[config.mk]
export PLATFORM = sky130hd
export DESIGN_NAME = cmwc_ctrl
export DESIGN_NICKNAME = d
export VERILOG_FILES = /design/src/rtl/cmwc_pkg.sv /design/src/rtl/cmwc_ctrl.sv
export SDC_FILE = /design/constraint.sdc
export NUM_CORES = 1
export LEC_CHECK = 0
export CAP_MARGIN = 40
export CORE_AREA = 2 2 39 41
export CTS_CLUSTER_SIZE = 30
export DETAILED_ROUTE_END_ITERATION = 8
export DIE_AREA = 0 0 41 43
export DONT_BUFFER_PORTS = 1
export REMOVE_ABC_BUFFERS = 1
export SETUP_SLACK_MARGIN = 0.02
export SLEW_MARGIN = 10
export SYNTH_ARGS = -nofsm -noshare
export SYNTH_HDL_FRONTEND = slang
export SYNTH_SLANG_ARGS = --single-unit
[constraint.sdc]
create_clock -name i_clk -period 2.2 [get_ports i_clk]
set_clock_uncertainty 0.2 [all_clocks]
set_input_delay 0.22 -clock i_clk [delete_from_list [all_inputs] [get_ports i_clk]]
set_output_delay 0.22 -clock i_clk [all_outputs]
set_load 0.02 [all_outputs]
[src/rtl/cmwc_pkg.sv]
// cmwc_pkg: shared constants, command codes and controller/datapath interface types
// for the cmwc4096 random generator; no dependencies

package cmwc_pkg;

    localparam logic [31:0] GOLDEN_STEP     = 32'h9e37_79b9;
    localparam logic [14:0] MULTIPLIER      = 15'd18782;
    localparam logic [31:0] COMPLEMENT_BASE = 32'hffff_fffe;
    localparam logic [31:0] CARRY_RESET     = 32'd362436;

    localparam int PROD_W = 47;

    localparam logic CMD_NEXT = 1'b0;
    localparam logic CMD_SEED = 1'b1;

    typedef struct packed {
        logic seed_load;
        logic seed_step;
        logic idx_adv;
        logic rd_en;
        logic mul_en;
        logic commit;
    } t_dp_cmd;

    typedef struct packed {
        logic seed_last;
    } t_dp_status;

endpackage

[src/rtl/cmwc_ctrl.sv]
// cmwc_ctrl: one-hot controller sequencing seed sweeps and next-word steps
// depends on cmwc_pkg

module cmwc_ctrl
    import cmwc_pkg::*;
(
    input  logic       i_clk,
    input  logic       i_rst_n,
    input  logic       i_in_valid,
    input  logic       i_cmd,
    output logic       o_in_ready,
    output logic       o_out_valid,
    input  logic       i_out_ready,
    input  t_dp_status i_status,
    output t_dp_cmd    o_cmd
);

    typedef enum logic [4:0] {
        S_IDLE = 5'b00001,
        S_SEED = 5'b00010,
        S_READ = 5'b00100,
        S_MUL  = 5'b01000,
        S_FIX  = 5'b10000
    } t_state;

    t_state r_state, n_state;
    logic   r_out_valid, n_out_valid;
    logic   w_out_free;

    assign w_out_free  = !r_out_valid || i_out_ready;
    assign o_out_valid = r_out_valid;
    assign o_in_ready  = (r_state == S_IDLE);

    always_comb begin
        n_state = r_state;
        o_cmd   = '0;
        case (r_state)
            S_IDLE: begin
                if (i_in_valid) begin
                    if (i_cmd == CMD_SEED) begin
                        o_cmd.seed_load = 1'b1;
                        n_state         = S_SEED;
                    end else begin
                        o_cmd.idx_adv = 1'b1;
                        n_state       = S_READ;
                    end
                end
            end
            S_SEED: begin
                o_cmd.seed_step = 1'b1;
                if (i_status.seed_last) begin
                    n_state = S_IDLE;
                end
            end
            S_READ: begin
                o_cmd.rd_en = 1'b1;
                n_state     = S_MUL;
            end
            S_MUL: begin
                o_cmd.mul_en = 1'b1;
                n_state      = S_FIX;
            end
            S_FIX: begin
                if (w_out_free) begin
                    o_cmd.commit = 1'b1;
                    n_state      = S_IDLE;
                end
            end
            default: begin
                n_state = S_IDLE;
            end
        endcase
    end

    always_comb begin
        n_out_valid = r_out_valid;
        if (o_cmd.commit) begin
            n_out_valid = 1'b1;
        end else if (i_out_ready) begin
            n_out_valid = 1'b0;
        end
    end

    always_ff @(posedge i_clk) begin
        if (!i_rst_n) begin
            r_state     <= S_IDLE;
            r_out_valid <= 1'b0;
        end else begin
            r_state     <= n_state;
            r_out_valid <= n_out_valid;
        end
    end

endmodule

* Yosys cells after proc, flatten, opt, wreduce, memory -nomap -nowiden *
Index checks and enable logic that the tools add are counted.

storage, ports and cells
  memory bits (writable) = 0
  memories = 0
  bits in latches = 0
  bits in read-only memories = 0
  word-level logic and storage cells = 32
  bits of input ports = 6
  bits in registers = 6
  output and inout bits = 8

cells by class
  bitwise gates (word level) = 0
  order comparisons = 0
  multipliers = 0
  mux-type cells = 18
  add/sub/neg operators = 0
  reductions and logical operators = 4
  divide/modulo/power cells = 0
  shift operators = 0
  eq/ne operators = 8

operators with widths
  kind                                                             number
  5-bit case mux with 5 select lines                               1
  5-bit 2-to-1 mux                                                 3
  1-bit 2-to-1 mux                                                 13
  2-bit inequality test, second input constant                     3
  5-bit by 1-bit == test with 1-bit output, second input constant  1
  5-bit by 2-bit == test with 1-bit output, second input constant  1
  5-bit by 3-bit == test with 1-bit output, second input constant  1
  5-bit by 4-bit == test with 1-bit output, second input constant  1
  5-bit == test, second input constant                             1
  3-bit 2-to-1 mux                                                 1
  3-bit AND reduction                                              1
  2-bit nonzero test                                               1
  1-bit zero test                                                  1
  1-bit logical OR                                                 1

* Depth between registers and ports, before layout *
Gate-level depths: netlist of run 1.

  depth in word-level cells = 5
  depth in mapped cells = 5
  depth with buffers taken out = 3

* Worst setup path after synthesis of run 1 *
OpenSTA, ideal clock, no wires.

  path kind = reg2out
  start point = reg r_state[3]
  end point = out o_in_ready
  buffers on the path = 1
  required time = 1780 ps
  path slack = 487 ps
  cell stages (with the launch flop) = 4
  arrival = 1293 ps
  cell sequence = dfxtp_1 buf_6 or3_1 nor3_1

on the way
  word-level cells in the longest chain between the ends = 1

ends and longest elaborated chain
  item                                      line             source
  from (decl)                               cmwc_ctrl.sv:26  t_state r_state, n_state;
  from (signal assigned)                    cmwc_ctrl.sv:89  r_state <= n_state;
  5-bit by 1-bit == test with 1-bit output  cmwc_ctrl.sv:32  assign o_in_ready = (r_state == S_IDLE);
  to (decl)                                 cmwc_ctrl.sv:11  output logic o_in_ready,

No other way between the ends.

==> impl_results.md, run 1 <==
* Status: finished, final reports clean
* CP startpoint kind: register
* Drt total wl at about 860 µm
* Pre-CTS setup slack at 0.513 ns
* Die Wd at 41 µm
* Avg Vias per Cell at between 5 and 6
* Number of port buffers at 0
* VDD IR-drop max at around 0.00025 V
* Synth area leaders: dfxtp_1 (27%), a2111oi_4 (6.1%), nor4_1 (4.2%), o41ai_2 (3.6%), buf_2 (3.3%)
* Fin crit period at between 1.5 and 2 ns
* Mapped cell area at 449 µm²
* Reg-to-Reg Start: r_state[3]
* Fin. Hold Viols at 0
* Worst Setup End Kind: output pin
* Io pins at 14
* CTS H-tree depth at 1
* CP top delay family: simple AND/OR/NAND/NOR gates
* Post-synth top area share at roughly a quarter
* Clock sinks at 6
* CP bufs+invs at 0
* Antenna violations before repair at 0
* Rows at 14
* CTS tree: yes
* Cells after Synth at 52
* Ys async rst share at 0%
* Starting density of the core at 32.5%
* Setup Fix Bufs, Post-CTS at 0
* Drt wl/cell at 12.7 µm
* Finished Cell Area at ~480 µm²
* Core ar. at 0.00138 mm²
* Clk root buf: clkbuf_4
* Final TNS setup at 0 ns
* DRT iter0 DRCs at 5
* Clock Pin Slew Worst Setup and Hold Paths at about 0.040 ns
* Number of synthesized register bits at 6
* Post-route setup slack at roughly 0.28 ns
* Drt drc at 0
* Avg Cell Area, Syn at ~8.6 µm²
* Most frequent cell after synthesis: dfxtp_1
* Clk_lat worst skew at 0.23 ns
* Top post-synthesis cells by count: dfxtp_1 (6), inv_1 (4), nor2_1 (4)
* Final GP Congestion at approximately 0.70
* Top FF cell, synth: dfxtp_1
* # setup viols final at 0
* Worst slew pin tran at roughly 0.43 ns
* Slowest stage delay, CP at around 0.41 ns
* DIE HEIGHT at 43 µm
* RSZ-0062 raised after global routing: false
* Pre-Repair DR Iteration Count at 3
* Peak fanout along the critical path at 10
* Detailed placer's ending HPWL at roughly 670 µm
* CP Data Arrival Time at ~1.5 ns
* Synth warn at 0
* Vias at around 370
* WS Path Type: reg2out
* Largest net degree at the start of global routing at 12
* Crit-path cells: nor3_1 > nand3b_1 > nor2b_1
* Worst Setup SP: r_state[1]
* Die area at ~0.0018 mm²
* Post-cts resize count at 0
* Final Max Slew Viols at 0
* # hold bufs at CTS at 2
* NumNets Final at 60
* Leakage power at between 0.0002 and 0.00025 µW
* Vias in the first global route at 336
* Max-cap violation count at 0
* Post-DRT Antenna Nets at 0
* Max-slew headroom at a little under three quarters
* Distinct cells, synth at 31
* Dpl cell area at 435 µm²
* Dominant cell type by area after synthesis: dfxtp_1
* Highest achievable clock rate at around 0.52 GHz
* All-Layer GR Usage at between 10% and 20%
* Sequential-to-total area share from yosys stat at a little over a quarter
* Num CTS Buffers at 3
* Required time of the critical path at between 1.5 and 2 ns
* Global-route wire length before repair at around 1500 µm
* Path category of the worst min-delay check: in2reg
* Area Growth Syn to Fin at 6.41%
* Pwr Density at between 700 and 800 mW/mm²
* Total grt overflow at 0
* Max clock buf depth at 2
* Post-synth EDFFs at 0
* Slowest CP cell: dfxtp_1
* Diodes inserted at 0
* Hold_sp: i_status
* Crit share post-route at between 80 and 90%
* Layout cells sized above 1 at around 17%
-- path summary, 6_finish.rpt --
kind	slack [ns]	end	depth (start not counted)
worst min register to register	0.41	r_state[3]	2
worst max register to register	0.55	r_state[2]	3
worst min-delay path	0.03	r_state[1]	3
worst max-delay path	0.28	o_cmd[0]	3
-- sequential cells by signal, indices dropped and copies added (netlist names) --
signal       flops
r_state          5
o_out_valid      1
-- cell families after synthesis --
kind of cell / after synthesis / share of synthesized area (%)
buffers and inverters: 10 / 12.5
DFF: 6 / 26.7
xor gates and xnor gates: 1 / 1.95
and+or+nand+nor: 26 / 36.5
AOI/OAI and AO/OA: 9 / 22.3
-- per-stage QoR --
stage	hold WS, ns	power [µW]	instances	utilization (%)
2_1_floorplan	0.0984	233	46	-
3_3_place_gp	0.115	259	63	31.5
3_5_place_dp	0.114	259	63	31.5
4_1_cts	0.0213	362	68	34.5
5_1_grt	0.0602	389	68	34.5
6_report	0.0345	355	68	34.5
-- report_power, final --
group | total (µW) | switching [µW] | leakage, µW | internal (µW)
Clock | 94.0 | 32.8 | 0.0000138 | 61.2
Sequential | 142 | 22.6 | 0.0000489 | 119
Combinational | 120 | 64.5 | 0.000144 | 55.2
-- metal layers --
metal | wire (µm) | vias to the layer above | GRT usage (%)
li1 | - | 193 | -
met1 | 408 | 167 | 17.5
met2 | 422 | 8 | 15.6
met3 | 33 | 0 | 3.14
met4 | 0 | 0 | 8.00
met5 | 0 | - | 0
-- cells in the final DEF (no fill, tap or decap), types with 2 or more instances in the layout --
master | netlist | routed
clkbuf_4 | 0 | 3
dfxtp_1 | 6 | 6
nand3b_1 | 2 | 2
dlygate4sd3_1 | 0 | 2
nand3_1 | 2 | 2
nor3_1 | 2 | 2
inv_1 | 4 | 4
nor4_1 | 3 | 3
nor2_1 | 4 | 4
nand2_1 | 2 | 2
nor2b_1 | 2 | 2
-- tightest hold or removal path, stage by stage --
cell and delay [ns]:
inv_1 0.03, nand4_1 0.09, a211oi_1 0.07
-- final cells by class --
cell class                      instances  area, µm²
Clock buffer                            3       22.5
Tap cell                               16       20.0
Fill cell                             141        906
Multi-Input combinational cell         36        273
Timing Repair Buffer                    3       27.5
Inverter                                4       15.0
Sequential cell                         6        120
No activity file was read; power rests on OpenSTA's default activity.
==> run 2: changes to the inputs <==
- PLACE_DENSITY: default -> 0.58
==> run 2 against run 1 <==
Effect of this change:
- die area unchanged
- sequential power is essentially flat
- sequential share of layout area unchanged
- cell count stayed put
- critical path type unchanged
- critical endpoint unchanged
==> impl_results.md, run 2 (synthesis gave the netlist of run 1 again) <==
* Worst reg2reg path endpoint: r_state[4] (was r_state[2])
* DRT iter0 DRCs at 17 (was 5)
* Most flop-heavy register: r_state (unchanged)
* Hold slack at 0.0111 ns (was 0.0345 ns)
* Largest net degree at the start of global routing at 12 (unchanged)
* Reg-to-Reg Start: r_state[1] (was r_state[3])
* Pwr Density at 745 mW/mm² (was 743 mW/mm²)
* All-Layer GR Usage at 11.4% (was 12.3%)
* Leakage power at 0.000207 µW (unchanged)
* Required time of the critical path at 1.78 ns (about the same)
* Multi-input logic area at 273 µm² (unchanged)
* VDD IR-drop max at 0.000202 V (was 0.000249 V)
* Vias at 378 (was 368)
* Worst slew pin tran at 0.387 ns (was 0.425 ns)
* Clk_lat worst skew at 0.24 ns (was 0.23 ns)
* Fin util at 34.5% (unchanged)
* Drt drc at 0 (unchanged)
* Top Metal Used: met3 (unchanged)
* Area Growth Syn to Fin at 6.41% (unchanged)
* Post-route setup slack at 0.254 ns (was 0.276 ns)
* Status: finished, final reports clean (unchanged)
* Rows at 14 (unchanged)
* Clk root buf: clkbuf_4 (unchanged)
* Starting density of the core at 32.5% (unchanged)
* Peak fanout along the critical path at 10 (unchanged)
* DIE HEIGHT at 43 µm (unchanged)
* FF/Latch Area at 120 µm² (unchanged)
* CTS tree: yes (unchanged)
* Clock sinks at 6 (unchanged)
* Fin crit period at 1.95 ns (was 1.92 ns)
* Post-DRT Antenna Nets at 0 (unchanged)
* Final Max Slew Viols at 0 (unchanged)
* Max-slew headroom at 73.9% (was 71.3%)
* Max clock buf depth at 2 (unchanged)
* Die Wd at 41 µm (unchanged)
* Vias in the first global route at 337 (was 336)
* Crit path to: o_cmd[0] (unchanged)
* Layout cells sized above 1 at 17.3% (unchanged)
* Avg Vias per Cell at 5.56 (was 5.41)
* Worst Setup SP: r_state[1] (unchanged)
* Path category of the worst min-delay check: in2reg (unchanged)
* Total grt overflow at 0 (unchanged)
* Worst Setup End Kind: output pin (unchanged)
* CP top delay family: simple AND/OR/NAND/NOR gates (unchanged)
* Pre-Repair DR Iteration Count at 4 (was 3)
* WS Path Type: reg2out (unchanged)
* Final GP Congestion at 0.746 (was 0.705)
* Io pins at 14 (unchanged)
* Cell depth of the worst setup path at 3 (unchanged)
* Met2 wire length at 403 µm (was 422 µm)
* Worst r2r path cells at 3 (unchanged)
* Num CTS Buffers at 3 (unchanged)
* RSZ-0062 raised after global routing: false (unchanged)
* Die area at 0.00176 mm² (unchanged)
* Drt total wl at 810 µm (was 864 µm)
* Final TNS setup at 0 ns (unchanged)
* CTS H-tree depth at 1 (unchanged)
* Core ar. at 0.00138 mm² (unchanged)
* Crit share post-route at 88.4% (was 87.5%)
* Slowest CP cell: dfxtp_1 (unchanged)
* Highest achievable clock rate at 0.514 GHz (was 0.520 GHz)
* CP startpoint kind: register (unchanged)
* Max-cap violation count at 0 (unchanged)
* CP bufs+invs at 0 (unchanged)
* Reg2reg setup slack at 0.57 ns (was 0.55 ns)
* Met3 wire len at 44 µm (was 33 µm)
* Diodes inserted at 0 (unchanged)
* Fin. Hold Viols at 0 (unchanged)
* CP Data Arrival Time at 1.53 ns (was 1.50 ns)
* Final Total Pwr at 356 µW (was 355 µW)
* Slowest stage delay, CP at 0.41 ns (about the same)
* Detailed placer's ending HPWL at 642 µm (was 668 µm)
* Number of port buffers at 0 (unchanged)
* Global-route wire length before repair at 1380 µm (was 1460 µm)
* Met1 wire length at 363 µm (was 408 µm)
* Clock Pin Slew Worst Setup and Hold Paths at 0.04 ns (about the same)
* Max FFs per register at 5 (unchanged)
* Antenna violations before repair at 0 (unchanged)
* Post-cts resize count at 0 (unchanged)
* NumNets Final at 60 (unchanged)
* Pre-CTS setup slack at 0.494 ns (was 0.513 ns)
* # setup viols final at 0 (unchanged)
* Crit-path cells: nor3_1 > nand3b_1 > nor2b_1 (unchanged)
* Commonest non-fill, non-tap cell in the layout: dfxtp_1 (unchanged)
* Fill cells at 147 (was 141)
* Most frequent cells in the layout: dfxtp_1 (6), nor2_1 (4), inv_1 (4), nor4_1 (3), clkbuf_4 (3) (unchanged)
* Drt wl/cell at 11.9 µm (was 12.7 µm)
## run 2: cell counts in the layout (fill, tap and decap cells not counted)
No cell type changed its count.
## run 2: worst reg2reg max path: stages (launching register included)
cell,delay (ns)
dfxtp_1,0.54
nor3_1,0.16
and4bb_2,0.30
o311a_1,0.32
## run 2: cell type report
class	instances	area share, %
multi-input cells	36	57.1
inverters	4	3.14
flip-flops and latches	6	25.1
repair buffers	3	5.76
well taps	16	4.19
clock buffers	3	4.71
## run 2: routing by layer
layer  vias to the layer above  track usage, %
met5                         -               0
met3                         0            1.57
met1                       175            15.5
met2                        11            15.6
li1                        192               -
met4                         0            8.00
## run 2: worst min-delay path by stage
stage	to	depth (start not counted)	startpoint	slack [ns]
6_report	o_out_valid	2	i_out_ready	0.01
5_1_grt	o_out_valid	2	i_out_ready	0.02
4_1_cts	r_state[1]	3	i_status	0.004
3_5_place_dp	r_state[0]	1	i_rst_n	0.11
3_3_place_gp	r_state[0]	1	i_rst_n	0.12
2_1_floorplan	r_state[0]	1	i_rst_n	0.1
## run 2: per-stage QoR
step                cells  instance area [µm²]
finish                 68                  478
global route           68                  478
CTS                    68                  478
detailed placement     63                  435
global placement       63                  435
floorplan              46                  408
## run 2: what timing repair did
item | CTS | global route
hold endpoints to repair | 6 | 0
setup buffers | 0 | 0
hold buffers | 2 | 0
## run 2: power by group
group / switching [µW] / internal [µW]
clock network: 34.2 / 61.3
logic: 63.8 / 55.2
registers: 22.5 / 119
total: 121 / 235
